--- src/rtl/core/chte_pkg.sv ---
// ----------------------------------------------------------------------------
// chte_pkg: shared types and constants of the chained hash table engine
// Request and status codes, the datapath command and status bundles, and the
// fixed field widths of the request and result ports.
// ----------------------------------------------------------------------------
package chte_pkg;

  // Fixed field widths.
  localparam int KEY_W    = 64;
  localparam int BC_W     = 9;
  localparam int HANDLE_W = 9;
  localparam int COUNT_W  = 10;
  localparam int KEY_SHIFT = 3;
  localparam logic [BC_W-1:0] BC_RESET = 9'd256;

  // The bucket reduction retires this many dividend bits per cycle.
  localparam int DIV_BITS  = 4;
  localparam int DIV_STEPS = KEY_W / DIV_BITS;
  localparam int DIV_CW    = $clog2(DIV_STEPS);

  typedef enum logic [1:0] {
    REQ_FIND   = 2'd0,
    REQ_ADD    = 2'd1,
    REQ_REMOVE = 2'd2,
    REQ_NONE   = 2'd3
  } req_e;

  typedef enum logic [1:0] {
    ST_OK        = 2'd0,
    ST_ABSENT    = 2'd1,
    ST_FULL      = 2'd2,
    ST_NOBUCKETS = 2'd3
  } status_e;

  // Slot table write operations.
  typedef enum logic [2:0] {
    WR_NONE,
    WR_CLEAR,
    WR_FILL_HEAD,
    WR_NEW,
    WR_LINK,
    WR_CLR_HEAD,
    WR_UNLINK_PREV,
    WR_PUSH_FREE
  } wr_e;

  typedef enum logic {
    RD_CUR,
    RD_FREE
  } rd_e;

  typedef enum logic [1:0] {
    H_ZERO,
    H_CUR,
    H_NEW
  } hsel_e;

  // Commands from the controller to the datapath.
  typedef struct packed {
    logic    load_req;
    logic    div_start;
    logic    div_step;
    logic    rd_en;
    rd_e     rd_sel;
    logic    latch_cur;
    logic    advance;
    wr_e     wr_op;
    logic    clr_step;
    logic    pop_free;
    logic    alloc_fresh;
    logic    push_free;
    logic    cnt_inc;
    logic    cnt_dec;
    logic    respond;
    status_e resp_status;
    hsel_e   resp_hsel;
  } cmd_t;

  // Status from the datapath to the controller.
  typedef struct packed {
    logic nb_zero;
    logic bad_req;
    req_e req;
    logic div_done;
    logic clr_last;
    logic match;
    logic has_next;
    logic at_head;
    logic head_empty;
    logic free_valid;
    logic fresh_avail;
  } stat_t;

endpackage

--- src/rtl/core/chte_ctrl.sv ---
// ----------------------------------------------------------------------------
// chte_ctrl: request sequencer of the chained hash table engine
// Clears the table after reset, then walks each request through bucket
// reduction, the chain walk and the table updates.
// ----------------------------------------------------------------------------
module chte_ctrl (
  input  logic             clk_i,
  input  logic             rst_ni,
  input  logic             start_i,
  input  chte_pkg::stat_t  stat_i,
  output chte_pkg::cmd_t   cmd_o,
  output logic             busy_o,
  output logic             done_o
);

  typedef enum logic [3:0] {
    S_CLEAR,
    S_IDLE,
    S_DECODE,
    S_DIV,
    S_READ,
    S_CHECK,
    S_FREE_RD,
    S_POP,
    S_WR_NEW,
    S_WR_LINK,
    S_UNLINK,
    S_PUSH
  } state_e;

  state_e state_q, state_d;
  logic   done_q, done_d;

  // Next state and datapath commands.
  always_comb begin
    state_d = state_q;
    done_d  = 1'b0;
    cmd_o   = '0;
    case (state_q)
      S_CLEAR: begin
        cmd_o.wr_op    = chte_pkg::WR_CLEAR;
        cmd_o.clr_step = 1'b1;
        if (stat_i.clr_last) begin
          state_d = S_IDLE;
        end
      end
      S_IDLE: begin
        if (start_i) begin
          cmd_o.load_req = 1'b1;
          state_d = S_DECODE;
        end
      end
      S_DECODE: begin
        if (stat_i.nb_zero) begin
          cmd_o.respond     = 1'b1;
          cmd_o.resp_status = chte_pkg::ST_NOBUCKETS;
          cmd_o.resp_hsel   = chte_pkg::H_ZERO;
          done_d  = 1'b1;
          state_d = S_IDLE;
        end else if (stat_i.bad_req) begin
          cmd_o.respond     = 1'b1;
          cmd_o.resp_status = chte_pkg::ST_ABSENT;
          cmd_o.resp_hsel   = chte_pkg::H_ZERO;
          done_d  = 1'b1;
          state_d = S_IDLE;
        end else begin
          cmd_o.div_start = 1'b1;
          state_d = S_DIV;
        end
      end
      S_DIV: begin
        cmd_o.div_step = 1'b1;
        if (stat_i.div_done) begin
          state_d = S_READ;
        end
      end
      S_READ: begin
        cmd_o.rd_en  = 1'b1;
        cmd_o.rd_sel = chte_pkg::RD_CUR;
        state_d = S_CHECK;
      end
      S_CHECK: begin
        cmd_o.latch_cur = 1'b1;
        if (stat_i.match) begin
          if (stat_i.req != chte_pkg::REQ_REMOVE) begin
            cmd_o.respond     = 1'b1;
            cmd_o.resp_status = chte_pkg::ST_OK;
            cmd_o.resp_hsel   = chte_pkg::H_CUR;
            done_d  = 1'b1;
            state_d = S_IDLE;
          end else if (stat_i.at_head) begin
            cmd_o.wr_op       = chte_pkg::WR_CLR_HEAD;
            cmd_o.cnt_dec     = 1'b1;
            cmd_o.respond     = 1'b1;
            cmd_o.resp_status = chte_pkg::ST_OK;
            cmd_o.resp_hsel   = chte_pkg::H_CUR;
            done_d  = 1'b1;
            state_d = S_IDLE;
          end else begin
            state_d = S_UNLINK;
          end
        end else if (stat_i.has_next) begin
          cmd_o.advance = 1'b1;
          state_d = S_READ;
        end else if (stat_i.req != chte_pkg::REQ_ADD) begin
          cmd_o.respond     = 1'b1;
          cmd_o.resp_status = chte_pkg::ST_ABSENT;
          cmd_o.resp_hsel   = chte_pkg::H_ZERO;
          done_d  = 1'b1;
          state_d = S_IDLE;
        end else if (stat_i.at_head && stat_i.head_empty) begin
          cmd_o.wr_op       = chte_pkg::WR_FILL_HEAD;
          cmd_o.cnt_inc     = 1'b1;
          cmd_o.respond     = 1'b1;
          cmd_o.resp_status = chte_pkg::ST_OK;
          cmd_o.resp_hsel   = chte_pkg::H_CUR;
          done_d  = 1'b1;
          state_d = S_IDLE;
        end else if (stat_i.free_valid) begin
          state_d = S_FREE_RD;
        end else if (stat_i.fresh_avail) begin
          cmd_o.alloc_fresh = 1'b1;
          state_d = S_WR_NEW;
        end else begin
          cmd_o.respond     = 1'b1;
          cmd_o.resp_status = chte_pkg::ST_FULL;
          cmd_o.resp_hsel   = chte_pkg::H_ZERO;
          done_d  = 1'b1;
          state_d = S_IDLE;
        end
      end
      S_FREE_RD: begin
        cmd_o.rd_en  = 1'b1;
        cmd_o.rd_sel = chte_pkg::RD_FREE;
        state_d = S_POP;
      end
      S_POP: begin
        cmd_o.pop_free = 1'b1;
        state_d = S_WR_NEW;
      end
      S_WR_NEW: begin
        cmd_o.wr_op = chte_pkg::WR_NEW;
        state_d = S_WR_LINK;
      end
      S_WR_LINK: begin
        cmd_o.wr_op       = chte_pkg::WR_LINK;
        cmd_o.cnt_inc     = 1'b1;
        cmd_o.respond     = 1'b1;
        cmd_o.resp_status = chte_pkg::ST_OK;
        cmd_o.resp_hsel   = chte_pkg::H_NEW;
        done_d  = 1'b1;
        state_d = S_IDLE;
      end
      S_UNLINK: begin
        cmd_o.wr_op = chte_pkg::WR_UNLINK_PREV;
        state_d = S_PUSH;
      end
      S_PUSH: begin
        cmd_o.wr_op       = chte_pkg::WR_PUSH_FREE;
        cmd_o.push_free   = 1'b1;
        cmd_o.cnt_dec     = 1'b1;
        cmd_o.respond     = 1'b1;
        cmd_o.resp_status = chte_pkg::ST_OK;
        cmd_o.resp_hsel   = chte_pkg::H_CUR;
        done_d  = 1'b1;
        state_d = S_IDLE;
      end
      default: begin
        state_d = S_IDLE;
      end
    endcase
  end

  // State and the registered result strobe.
  always_ff @(posedge clk_i or negedge rst_ni) begin
    if (!rst_ni) begin
      state_q <= S_CLEAR;
      done_q  <= 1'b0;
    end else begin
      state_q <= state_d;
      done_q  <= done_d;
    end
  end

  assign busy_o = (state_q != S_IDLE);
  assign done_o = done_q;

endmodule

--- config.mk ---
export PLATFORM = sky130hd
export DESIGN_NAME = chte_ctrl
export DESIGN_NICKNAME = d
export VERILOG_FILES = /design/src/rtl/core/chte_pkg.sv /design/src/rtl/core/chte_ctrl.sv
export SDC_FILE = /design/constraint.sdc
export NUM_CORES = 1
export LEC_CHECK = 0
export ABC_AREA = 1
export BUFFER_PORTS_ARGS = -buffer_cell sky130_fd_sc_hd__buf_2
export CORE_MARGIN = 8
export CORE_UTILIZATION = 37
export CTS_CLUSTER_DIAMETER = 50
export DETAILED_ROUTE_END_ITERATION = 8
export PLACE_DENSITY = 0.74
export SYNTH_ARGS = -nofsm -noshare
export SYNTH_HDL_FRONTEND = slang
export SYNTH_SLANG_ARGS = --single-unit
--- constraint.sdc ---
create_clock -name clk_i -period 1.1 [get_ports clk_i]
set_input_delay 0.22 -clock clk_i [delete_from_list [all_inputs] [get_ports clk_i]]
set_output_delay 0.22 -clock clk_i [all_outputs]
set_load 0.02 [all_outputs]
**Yosys cells after proc, flatten, opt, wreduce, memory -nomap -nowiden**

Cells that the tools add are included.

- Word-level logic and storage cells: 94
- Register bits: 5

- Equality and inequality tests: 17
- Mux-type cells: 71
- Reduce and logical (&&, ||, !) cells: 4

Operators by type and width:

| operator | count |
|---|---|
| $mux W4 | 12 |
| $mux W5 | 9 |
| $pmux W4 S10 | 1 |
| $mux W1 | 34 |
| $pmux W5 S4 | 1 |
| $pmux W3 S6 | 1 |
| $eq A4 B3 Y1 const B | 4 |
| $eq A4 B4 Y1 const B | 4 |
| $mux W2 | 5 |
| $mux W3 | 3 |
| $eq A4 B2 Y1 const B | 2 |
| $ne A2 B2 Y1 const B | 4 |
| $mux W6 | 1 |
| $eq A4 B1 Y1 const B | 1 |
| $logic_not A4 Y1 | 1 |
| $ne A4 B1 Y1 const B | 1 |
| $pmux W1 S2 | 2 |
| $pmux W2 S2 | 1 |
| $pmux W1 S3 | 1 |
| $reduce_and A3 Y1 | 1 |
| $ne A2 B1 Y1 const B | 1 |
| $reduce_or A2 Y1 | 1 |
| $logic_and A1 B1 Y1 | 1 |

**Longest topological paths before layout**

Gate-level depths: netlist (run 1).

- Depth after elaboration: 7
- Depth in mapped cells: 8
- Depth with buffers taken out: 8

**Worst setup path before layout (run 1)**

OpenSTA, ideal clock, no wires.

- Path type: reg-to-output
- Start point: register state_q[3]
- End point: output port cmd_o[13] (netlist bit)
- Setup slack: -497 ps
- Data arrival time: 1,377 ps
- Required time: 880 ps
- Cell stages (with the launch flop): 7
- Cells stage by stage: dfrtp_1 -> inv_1 -> nor2_1 -> inv_1 -> nor2_1 -> inv_1 -> nand4_1

RTL lines:

| what | RTL line | RTL |
|---|---|---|
| from (decl) | chte_ctrl.sv:31 | `state_e state_q, state_d;` |
| from (signal assigned) | chte_ctrl.sv:180 | `state_q <= state_d;` |
| to (decl) | chte_ctrl.sv:11 | `output chte_pkg::cmd_t cmd_o,` |

==> metrics.md, run 1 <==
| Metric | Value |
|---|---|
| Max clock buf depth | 2 |
| Clk_lat worst skew | 0.25 ns |
| Number of placed I/O pins | 38 |
| Via count of the first global-routing pass | roughly 1200 |
| Detailed-route wire length per cell | ~19 um |
| Wire length of the first global-routing pass | approximately 5200 um |
| Class of the tightest hold or removal check | input port to flop |
| Warning count from the yosys run | 0 |
| R2r startpoint | state_q[1] |
| Post-DP HPWL | roughly 2200 um |
| Max-slew violation total from the final report | 0 |
| Pin count of the biggest net entering global routing | 8 |
| Root buffer selected by CTS | clkbuf_4 |
| Layout Area Growth over Synthesis | 134% |
| Initial antenna violation count | 0 |
| CTS tree | built |
| Total iterations of the first detailed-routing run | 4 |
| Combined area of the multi-input logic cells | roughly 570 um^2 |
| Skew final | between 0.0008 and 0.0009 ns |
| Fillcell total | 64 |
| Yosys reg bits | 5 |
| Number of violations of the max-capacitance limit | 0 |
| Total Die Area | between 3000 and 4000 um^2 |
| Transition at the pin with the smallest max-transition slack | 0.280 ns |
| Die Span X | 56.2 um |
| Per-instance average area after synthesis | around 5.2 um^2 |
| Effective utilization at floorplan | about two fifths |
| Post-Syn Instances | between 100 and 150 |
| Final setup slack of the worst path | -0.698 ns |
| Die extent in y | 56.2 um |
| Number of design-rule violations left by the first detailed-router iteration | 63 |
| Count of unique library cells instantiated by Yosys | 18 |
| Clock-pin slew on the worst setup and hold paths | approximately 0.05 ns |
| Critical path required time | around 0.88 ns |
| Overflow left after global routing | 0 |
| Critical Path Sink Type | output pin |
| Flop-to-flop setup slack | -0.44 ns |
| Wirelength, routed | between 3000 and 4000 um |
| Placer's final routability congestion estimate | 0.878 |
| Number of cells in the design after placement | ~200 |
| RSZ-0062 raised after global routing | yes |
| Max FO, Critical Path | 6 |
| GRT Resource Usage Total | roughly 20% |
| Area used by sequential logic in the layout | 129 um^2 |
| Seq/Total Area, Yosys | a little over a fifth |
| Post-route cell area | approximately 1400 um^2 |
| Total nets after synthesis | roughly 130 |
| Highest clock frequency the design can meet | ~560 MHz |
| Data arrival at the endpoint of the critical path | approximately 1.6 ns |
| Share of post-route cells with drive strength above 1 | 62.9% |
| Commonest non-fill, non-tap cell in the layout | buf_4 |
| Commonest non-fill, non-tap cells in the layout | 42 x buf_4, 26 x nand2_1, 20 x buf_2 |
| Drc violations | 0 |
| Worst IR Drop VDD | about 1700 uV |
| Via count of the routed design | 1191 |
| Placed instance area | around 1100 um^2 |
| Leakage power of the design | 0.807 nW |
| Fraction of the cycle the final worst path needs | 163% |
| TritonCTS Sinks | 5 |
| Count of final hold-check violations | 0 |
| Kind of start point of the critical path | flop |
| Total clock buffers created by CTS | 3 |
| ANT nets after route | 0 |
| Final setup viols | 27 |
| Number of nets in the layout | 210 |
| Antenna cells | 0 |
| Post-synth design cell area | around 600 um^2 |
| Max-slew headroom at the worst pin | around 81% |
| Crit path from | state_q[1] |
| Placeable core area | ~1500 um^2 |
| CTS H-tree lvls | 1 |
| Min Clock Period, post-route | between 1.5 and 2 ns |
| Count of buffers from port buffering | 37 |
| Violated checks | setup timing |
| Kind of critical path | flop to output pin |
| Ratio of routed vias to standard cells | 5.67 |
| Power density of the placed cells | roughly 2400 nW/um^2 |
| Number of placement rows | 14 |
| Non-filler instance count after layout | 210 |
| Source of the worst hold timing path | start_i |
| Outcome | finished, violations left |
-- stage by stage --
stage | hold slack [ns] | utilization (%) | TNS, ns | power, mW | setup WS, ns
finish | 0.289 | 93.0 | -13.63 | 3.31 | -0.698
CTS | 0.284 | 87.1 | -11.02 | 2.90 | -0.553
floorplan | -0.0756 | - | -3.34 | 1.44 | -0.266
detailed placement | 0.0397 | 73.0 | -6.58 | 2.25 | -0.341
global route | 0.315 | 93.0 | -15.14 | 3.51 | -0.757
global placement | 0.0338 | 73.0 | -5.47 | 2.20 | -0.297
-- path summary, 6_finish.rpt --
path                              end  depth (start not counted)
max in group asynchronous  state_q[0]                          2
setup / recovery             cmd_o[4]                          6
hold / removal             state_q[0]                          4
min in group asynchronous  state_q[2]                          2
hold reg to reg            state_q[3]                          4
setup reg to reg           state_q[2]                          9
-- cell families after synthesis --
| logic type | count (synthesis) | synth area share [%] |
|---|---|---|
| AOI/OAI and AO/OA | 8 | 7.53 |
| buffers and inverters | 23 | 14.4 |
| DFF | 5 | 20.9 |
| and+or+nand+nor | 78 | 57.1 |
-- where the power goes --
part	internal [mW]	switching [mW]	leakage (nW)
combinational	1.15	1.52	0.730
sequential	0.276	0.136	0.0614
clock	0.138	0.0959	0.0150
total	1.56	1.75	0.807
-- metal layers --
layer	vias up	share of wire [%]	global-route usage, %
li1	521	-	-
met1	533	33	19.4
met2	103	49	36.0
met3	34	11	5.71
met4	0	7.4	11.0
met5	-	0	0
-- synthesized netlist by cell type --
master | instances | area, um^2
nand2_1 | 35 | 131
inv_1 | 22 | 82.6
nor2_1 | 21 | 78.8
nand3_1 | 10 | 50.1
dfrtp_1 | 5 | 125
nand4_1 | 4 | 25.0
nor2_2 | 3 | 18.8
o21ai_0 | 3 | 15.0
a21oi_1 | 2 | 10.0
inv_2 | 1 | 3.75
nand3b_1 | 1 | 7.51
nor2_4 | 1 | 11.3
nor3_1 | 1 | 5.00
nor3b_1 | 1 | 7.51
o211ai_1 | 1 | 7.51
o21ai_1 | 1 | 5.00
o31ai_1 | 1 | 7.51
or2_2 | 1 | 6.26
-- sequential cells by signal (all words and copies together), names as in the netlist --
| name | cells |
|---|---|
| done_o | 1 |
| state_q | 4 |
-- layout make-up --
cell class              instances  share of cell area, %
repair buffers                 76                   40.8
inverters                      23                   6.16
multi-input cells              86                   40.5
well taps                      16                   1.43
flip-flops and latches          5                   9.20
clock buffers                   4                   1.88
-- repair_timing --
action | CTS | global route
pin swaps | 7 | 6
hold endpoints to repair | 5 | 0
endpoints found under the setup margin | 27 | 27
resized for setup | 46 | 12
buffers inserted | 6 | 5
hold buffers | 1 | 0
-- critical path, stage by stage (launching register included) --
cell     delay [ns]
dfrtp_2        0.45
inv_2          0.10
nand2_4        0.06
nor2_4         0.24
nand3_4        0.14
nand4_1        0.16
buf_4          0.17
(Power assumes the default switching activity.)
==> inputs of run 2 (changes only) <==
--- a/config.mk
+++ b/config.mk
@@ -15,3 +15,4 @@
 export SYNTH_ARGS = -nofsm -noshare
 export SYNTH_HDL_FRONTEND = slang
 export SYNTH_SLANG_ARGS = --single-unit
+export TNS_END_PERCENT = 20
==> run 2 against run 1 <==
  * The run still ends with setup timing left
  * Design area decreased by 7.7%
  * Critical path depth unchanged
  * Via count decreased by 13%
  * Sequential power is 10% lower
  * Wire length down 22%
  * Fmax up 3.7%
  * Register-to-register slack gained 0.11 ns
  * Critical endpoint is now cmd_o[13]
  * First-iteration DRC count shrank 29%
  * Count of clock-buffer cells in the layout did not move
  * Core utilization shrank 7.1 points
  * Worst hold slack worse by 0.036 ns
  * Cell count down 4.3%
==> metrics.md, run 2 (same netlist as run 1, synthesis figures left out) <==
| Metric | Value |
|---|---|
| Commonest non-fill, non-tap cell in the layout | buf_4 |
| Number of violations of the max-capacitance limit | 0 (unchanged) |
| Transition at the pin with the smallest max-transition slack | 0.437 ns (+0.157 ns) |
| Antenna cells | 0 (unchanged) |
| CTS tree | built |
| Max-slew violation total from the final report | 0 (unchanged) |
| ANT nets after route | 0 (unchanged) |
| Wire length of the first global-routing pass | 4870 um (-6.6%) |
| Violated checks | setup timing |
| Min Clock Period, post-route | 1.73 ns (-0.0637 ns) |
| Layout Area Growth over Synthesis | 116% |
| GRT Resource Usage Total | 18.2% (-1.6 points) |
| Source of the worst hold timing path | start_i |
| Top reg by flops | state_q |
| Post-DP HPWL | 2110 um (-2.8%) |
| Detailed-route wire length per cell | 15.3 um (-18%) |
| Clk_lat worst skew | 0.24 ns (about the same) |
| Commonest non-fill, non-tap cells in the layout | 34 x buf_4, 30 x nand2_1, 19 x buf_2 |
| Crit path max-delay cell type | dfrtp_1 |
| Max-slew headroom at the worst pin | 70.6% (-11 points) |
| Fillcell total | 91 (+42%) |
| Pin count of the biggest net entering global routing | 7 (-1) |
| Data arrival at the endpoint of the critical path | 1.51 ns (-0.07 ns) |
| Critical path's largest stage delay | 0.44 ns (about the same) |
| Worst R2R Path Depth | 8 (-1) |
| Leakage power of the design | 0.752 nW (-6.7%) |
| Critical path required time | 0.88 ns (about the same) |
| R2r startpoint | state_q[1] |
| Capturing point of the worst reg2reg path | state_q[2] |
| Setup WS pre-CTS | -0.407 ns (-0.0668 ns) |
| Total Die Area | 3160 um^2 (unchanged) |
| Cell chain of the critical path | inv_2, nand2_4, nor2_4, nand3_4, nand4_1, buf_4 |
| Non-filler instance count after layout | 201 (-4.3%) |
| Number of nets in the layout | 201 (-4.3%) |
| Class of the tightest hold or removal check | input port to flop |
| Final setup viols | 27 (unchanged) |
| Minimum hold slack | 0.254 ns (-0.0357 ns) |
| CTS H-tree lvls | 1 (unchanged) |
| Kind of critical path | flop to output pin |
| Skew final | 0.00856 ns (+0.00768 ns) |
| Placer's final routability congestion estimate | 0.879 (+0.11%) |
| Number of placement rows | 14 (unchanged) |
| Max FO, Critical Path | 6 (unchanged) |
| Number of design-rule violations left by the first detailed-router iteration | 45 (-29%) |
| RSZ-0062 raised after global routing | yes |
| Max clock buf depth | 2 (unchanged) |
| Overflow left after global routing | 0 (unchanged) |
| Initial antenna violation count | 0 (unchanged) |
| Total iterations of the first detailed-routing run | 4 (unchanged) |
| Drc violations | 0 (unchanged) |
| Worst Hold Path EP | state_q[0] |
| Via count of the routed design | 1040 (-13%) |
| Outcome | finished, violations left |
| Share of post-route cells with drive strength above 1 | 55.7% (-7.2 points) |
| Root buffer selected by CTS | clkbuf_4 |
| Fraction of the cycle the final worst path needs | 158% (-5.8 points) |
| Number of cells traversed by the worst hold path | 4 (unchanged) |
| Highest clock frequency the design can meet | 577 MHz (+3.7%) |
| Count of final hold-check violations | 0 (unchanged) |
| Critical Path Sink Type | output pin |
| Placeable core area | 1510 um^2 (unchanged) |
| Number of flip-flops under the largest register name | 4 (unchanged) |
| Final setup slack of the worst path | -0.634 ns (+0.0637 ns) |
| Wirelength, routed | 3070 um (-22%) |
| TritonCTS Sinks | 5 (unchanged) |
| Flop-to-flop setup slack | -0.33 ns (+0.11 ns) |
| Power density of the placed cells | 2140 nW/um^2 (-9.5%) |
| Number of placed I/O pins | 38 (unchanged) |
| Ratio of routed vias to standard cells | 5.17 (-8.8%) |
| Total clock buffers created by CTS | 3 (unchanged) |
| Count of buffers from port buffering | 37 (unchanged) |
| Die Span X | 56.2 um (unchanged) |
| Via count of the first global-routing pass | 1091 (-7.1%) |
| Total Neg Setup Slack | -12.53 ns (+1.11 ns) |
| Kind of start point of the critical path | flop |
| Clock-pin slew on the worst setup and hold paths | 0.05 ns (about the same) |
| Effective utilization at floorplan | 39.7% (unchanged) |
| Number of cells in the design after placement | 194 (-0.51%) |
| Die extent in y | 56.2 um (unchanged) |
| Worst IR Drop VDD | 1620 uV (-2.5%) |
## run 2: worst max-delay path by stage
stage	slack, ns	to	from
5_1_grt	-0.70	cmd_o[4]	state_q[0]
2_1_floorplan	-0.27	cmd_o[4]	state_q[0]
6_report	-0.63	cmd_o[13]	state_q[1]
4_1_cts	-0.56	cmd_o[13]	state_q[3]
3_5_place_dp	-0.41	cmd_o[12]	state_q[3]
3_3_place_gp	-0.34	cmd_o[12]	state_q[3]
## run 2: repair_timing
item	4_1_cts	5_1_grt
hold endpoints to repair	5	0
pin swaps	8	4
gates resized for setup	36	12
setup buffers	1	1
hold buffers	1	0
setup endpoints to repair	27	27
## run 2: where the power goes
part | switching [mW] | internal, mW | leakage (nW)
Sequential | 0.102 | 0.269 | 0.0642
Clock | 0.0814 | 0.137 | 0.0150
Combinational | 1.26 | 0.917 | 0.673
## run 2: area by class of cell
cell class                      instances  area [um^2]  area share (%)
Multi-Input combinational cell         86          519            40.1
Tap cell                               16         20.0            1.55
Clock buffer                            4         26.3            2.03
Sequential cell                         5          126            9.77
Timing Repair Buffer                   67          515            39.8
Inverter                               23         86.3            6.67
## run 2: through the flow
step	utilization [%]	total power, mW	area, um^2
floorplan	-	1.40	664
global placement	72.0	2.12	1080
detailed placement	72.0	2.17	1080
CTS	82.2	2.64	1240
global route	85.9	2.97	1290
finish	85.9	2.77	1290
## run 2: per-layer routing
metal	global-route usage [%]	routed length (um)
met3	4.79	171
met1	18.3	1170
met2	33.6	1660
met4	8.25	66
met5	0	0
## run 2: critical path: cells and delay by family (launching register included)
| kind | cells | cell delay [ns] |
|---|---|---|
| DFF | 1 | 0.44 |
| and+or+nand+nor | 4 | 0.57 |
| buffers and inverters | 2 | 0.26 |
==> inputs of run 3 (changes only) <==
--- a/config.mk
+++ b/config.mk
@@ -11,7 +11,7 @@
 export CORE_UTILIZATION = 37
 export CTS_CLUSTER_DIAMETER = 50
 export DETAILED_ROUTE_END_ITERATION = 8
-export PLACE_DENSITY = 0.74
+export PLACE_DENSITY = 0.73
 export SYNTH_ARGS = -nofsm -noshare
 export SYNTH_HDL_FRONTEND = slang
 export SYNTH_SLANG_ARGS = --single-unit
==> constraint.sdc (replaced) <==
create_clock -name clk_i -period 1.1 [get_ports clk_i]
set_input_delay 0.22 -clock clk_i [delete_from_list [all_inputs] [get_ports clk_i]]
set_output_delay 0.22 -clock clk_i [all_outputs]
set_load 0.01 [all_outputs]
==> run 3 against run 2 <==
  * Core utilization increased by 2.2 points
  * Highest routed layer unchanged
  * Flip-flop and latch count stayed put
  * Cell count grew 4.0%
  * Sequential share of layout area down 0.15 points
  * The flow still finishes with violations (setup timing)
  * First-iteration DRC count down 16%
  * Combinational power rose by 5%
  * Design area rose by 2.6%
  * Fmax grew 1.1%
  * Clock power up 8%
==> metrics.md, run 3 (same netlist as run 1, synthesis figures left out) <==
| Metric | Value |
|---|---|
| Wirelength, routed | 3250 um (+5.9%) |
| Number of violations of the max-capacitance limit | 0 (unchanged) |
| Count of final hold-check violations | 0 (unchanged) |
| Min Clock Period, post-route | 1.71 ns (-0.0196 ns) |
| Post-layout power | 2.87 mW (+3.7%) |
| Minimum hold slack | 0.267 ns (+0.0132 ns) |
| Total Neg Setup Slack | -12.51 ns (+0.0191 ns) |
| Pin count of the biggest net entering global routing | 7 (unchanged) |
| Outcome | finished, violations left |
| Initial antenna violation count | 0 (unchanged) |
| Count of buffers from port buffering | 37 (unchanged) |
| Via count of the routed design | 1110 (+6.7%) |
| Number of nets in the layout | 209 (+4.0%) |
| Number of flip-flops under the largest register name | 4 (unchanged) |
| CTS H-tree lvls | 1 (unchanged) |
| Power density of the placed cells | 2160 nW/um^2 (+1.1%) |
| Detailed-route wire length per cell | 15.6 um (+1.8%) |
| CTS tree | built |
| Kind of critical path | flop to output pin |
| Total clock buffers created by CTS | 3 (unchanged) |
| Final setup viols | 27 (unchanged) |
| Class of the tightest hold or removal check | input port to flop |
| Layout Area Growth over Synthesis | 122% |
| RSZ-0062 raised after global routing | yes |
| Clk_lat worst skew | 0.26 ns (+0.02 ns) |
| Drc violations | 0 (unchanged) |
| Commonest non-fill, non-tap cells in the layout | 32 x buf_4, 31 x buf_2, 26 x nand2_1 |
| Max clock buf depth | 2 (unchanged) |
| Die extent in y | 56.2 um (unchanged) |
| Leakage power of the design | 0.801 nW (+6.4%) |
| Share of post-route cells with drive strength above 1 | 60.6% (+4.9 points) |
| Number of design-rule violations left by the first detailed-router iteration | 38 (-16%) |
| Fraction of the cycle the final worst path needs | 156% (-1.8 points) |
| Top reg by flops | state_q |
| Transition at the pin with the smallest max-transition slack | 0.272 ns (-0.165 ns) |
| Number of placement rows | 14 (unchanged) |
| TritonCTS Sinks | 5 (unchanged) |
| Wire length of the first global-routing pass | 4590 um (-5.8%) |
| Post-DP HPWL | 2110 um (+0.39%) |
| Total Die Area | 3160 um^2 (unchanged) |
| Placeable core area | 1510 um^2 (unchanged) |
| Max-slew headroom at the worst pin | 81.8% (+11 points) |
| Final setup slack of the worst path | -0.614 ns (+0.0196 ns) |
| Antenna cells | 0 (unchanged) |
| Worst IR Drop VDD | 1490 uV (-8.3%) |
| Effective utilization at floorplan | 39.7% (unchanged) |
| ANT nets after route | 0 (unchanged) |
| Max-slew violation total from the final report | 0 (unchanged) |
| Total iterations of the first detailed-routing run | 4 (unchanged) |
| Clock-pin slew on the worst setup and hold paths | 0.05 ns (about the same) |
| Overflow left after global routing | 0 (unchanged) |
| Kind of start point of the critical path | flop |
| Skew final | 0.00470 ns (-0.00386 ns) |
| Highest clock frequency the design can meet | 583 MHz (+1.1%) |
| Placer's final routability congestion estimate | 0.864 (-1.7%) |
| Root buffer selected by CTS | clkbuf_4 |
| GRT Resource Usage Total | 17.6% (-0.60 points) |
| Violated checks | setup timing |
| Commonest non-fill, non-tap cell in the layout | buf_4 |
| Via count of the first global-routing pass | 1043 (-4.4%) |
| Ratio of routed vias to standard cells | 5.31 (+2.6%) |
| Data arrival at the endpoint of the critical path | 1.49 ns (-0.02 ns) |
| Die Span X | 56.2 um (unchanged) |
| Max FO, Critical Path | 5 (-1) |
| Critical path required time | 0.88 ns (about the same) |
| Number of placed I/O pins | 38 (unchanged) |
| Critical Path Sink Type | output pin |
[run 3: where the power goes]
part / internal, mW / leakage [nW] / total [mW] / switching, mW
clock: 0.133 / 0.0177 / 0.236 / 0.103
combinational: 1.03 / 0.720 / 2.28 / 1.25
sequential: 0.272 / 0.0629 / 0.356 / 0.0843
total: 1.44 / 0.801 / 2.87 / 1.43
[run 3: worst paths after layout]
path                            slack (ns)          to  cells past startpoint  startpoint
worst max-delay path                 -0.61   cmd_o[13]                      6  state_q[0]
worst min-delay path                  0.27  state_q[0]                      4     start_i
worst max register to register       -0.35  state_q[0]                      9  state_q[1]
worst min register to register        0.71  state_q[0]                      4  state_q[3]
max in group asynchronous             0.63  state_q[0]                      2      rst_ni
min in group asynchronous             0.32      done_o                      2      rst_ni
[run 3: per-layer routing]
metal  vias up  track usage [%]  routed length (um)
li1        509                -                   -
met5         -                0                   0
met2        60             30.1                1630
met4         0             8.93                  89
met1       531             18.7                1270
met3        10             5.71                 264
[run 3: area by class of cell]
| type | instances | area, um^2 |
|---|---|---|
| Clock buffer | 3 | 22.5 |
| Clock inverter | 1 | 5.00 |
| Fill cell | 76 | 179 |
| Inverter | 23 | 86.3 |
| Multi-Input combinational cell | 86 | 528 |
| Sequential cell | 5 | 128 |
| Tap cell | 16 | 20.0 |
| Timing Repair Buffer | 75 | 538 |
[run 3: stage by stage]
| step | instance area, um^2 | setup slack [ns] | std cells | utilization (%) |
|---|---|---|---|---|
| floorplan | 669 | -0.154 | 114 | - |
| global placement | 1100 | -0.287 | 195 | 72.8 |
| detailed placement | 1100 | -0.330 | 195 | 72.8 |
| CTS | 1240 | -0.533 | 206 | 82.6 |
| global route | 1330 | -0.701 | 209 | 88.1 |
| finish | 1330 | -0.614 | 209 | 88.1 |
[run 3: timing repair]
item / 4_1_cts / 5_1_grt
pin swaps: 6 / 6
hold buffers: 1 / 0
gates resized for setup: 18 / 14
endpoints found under the setup margin: 27 / 27
hold endpoints to repair: 5 / 0
buffers inserted: 6 / 3
[run 3: critical path, stage by stage, from the launching register on]
cell     delay, ns
dfrtp_2       0.43
buf_4         0.15
nand2_1       0.21
nor2_4        0.07
inv_2         0.11
nand4_1       0.11
buf_2         0.16
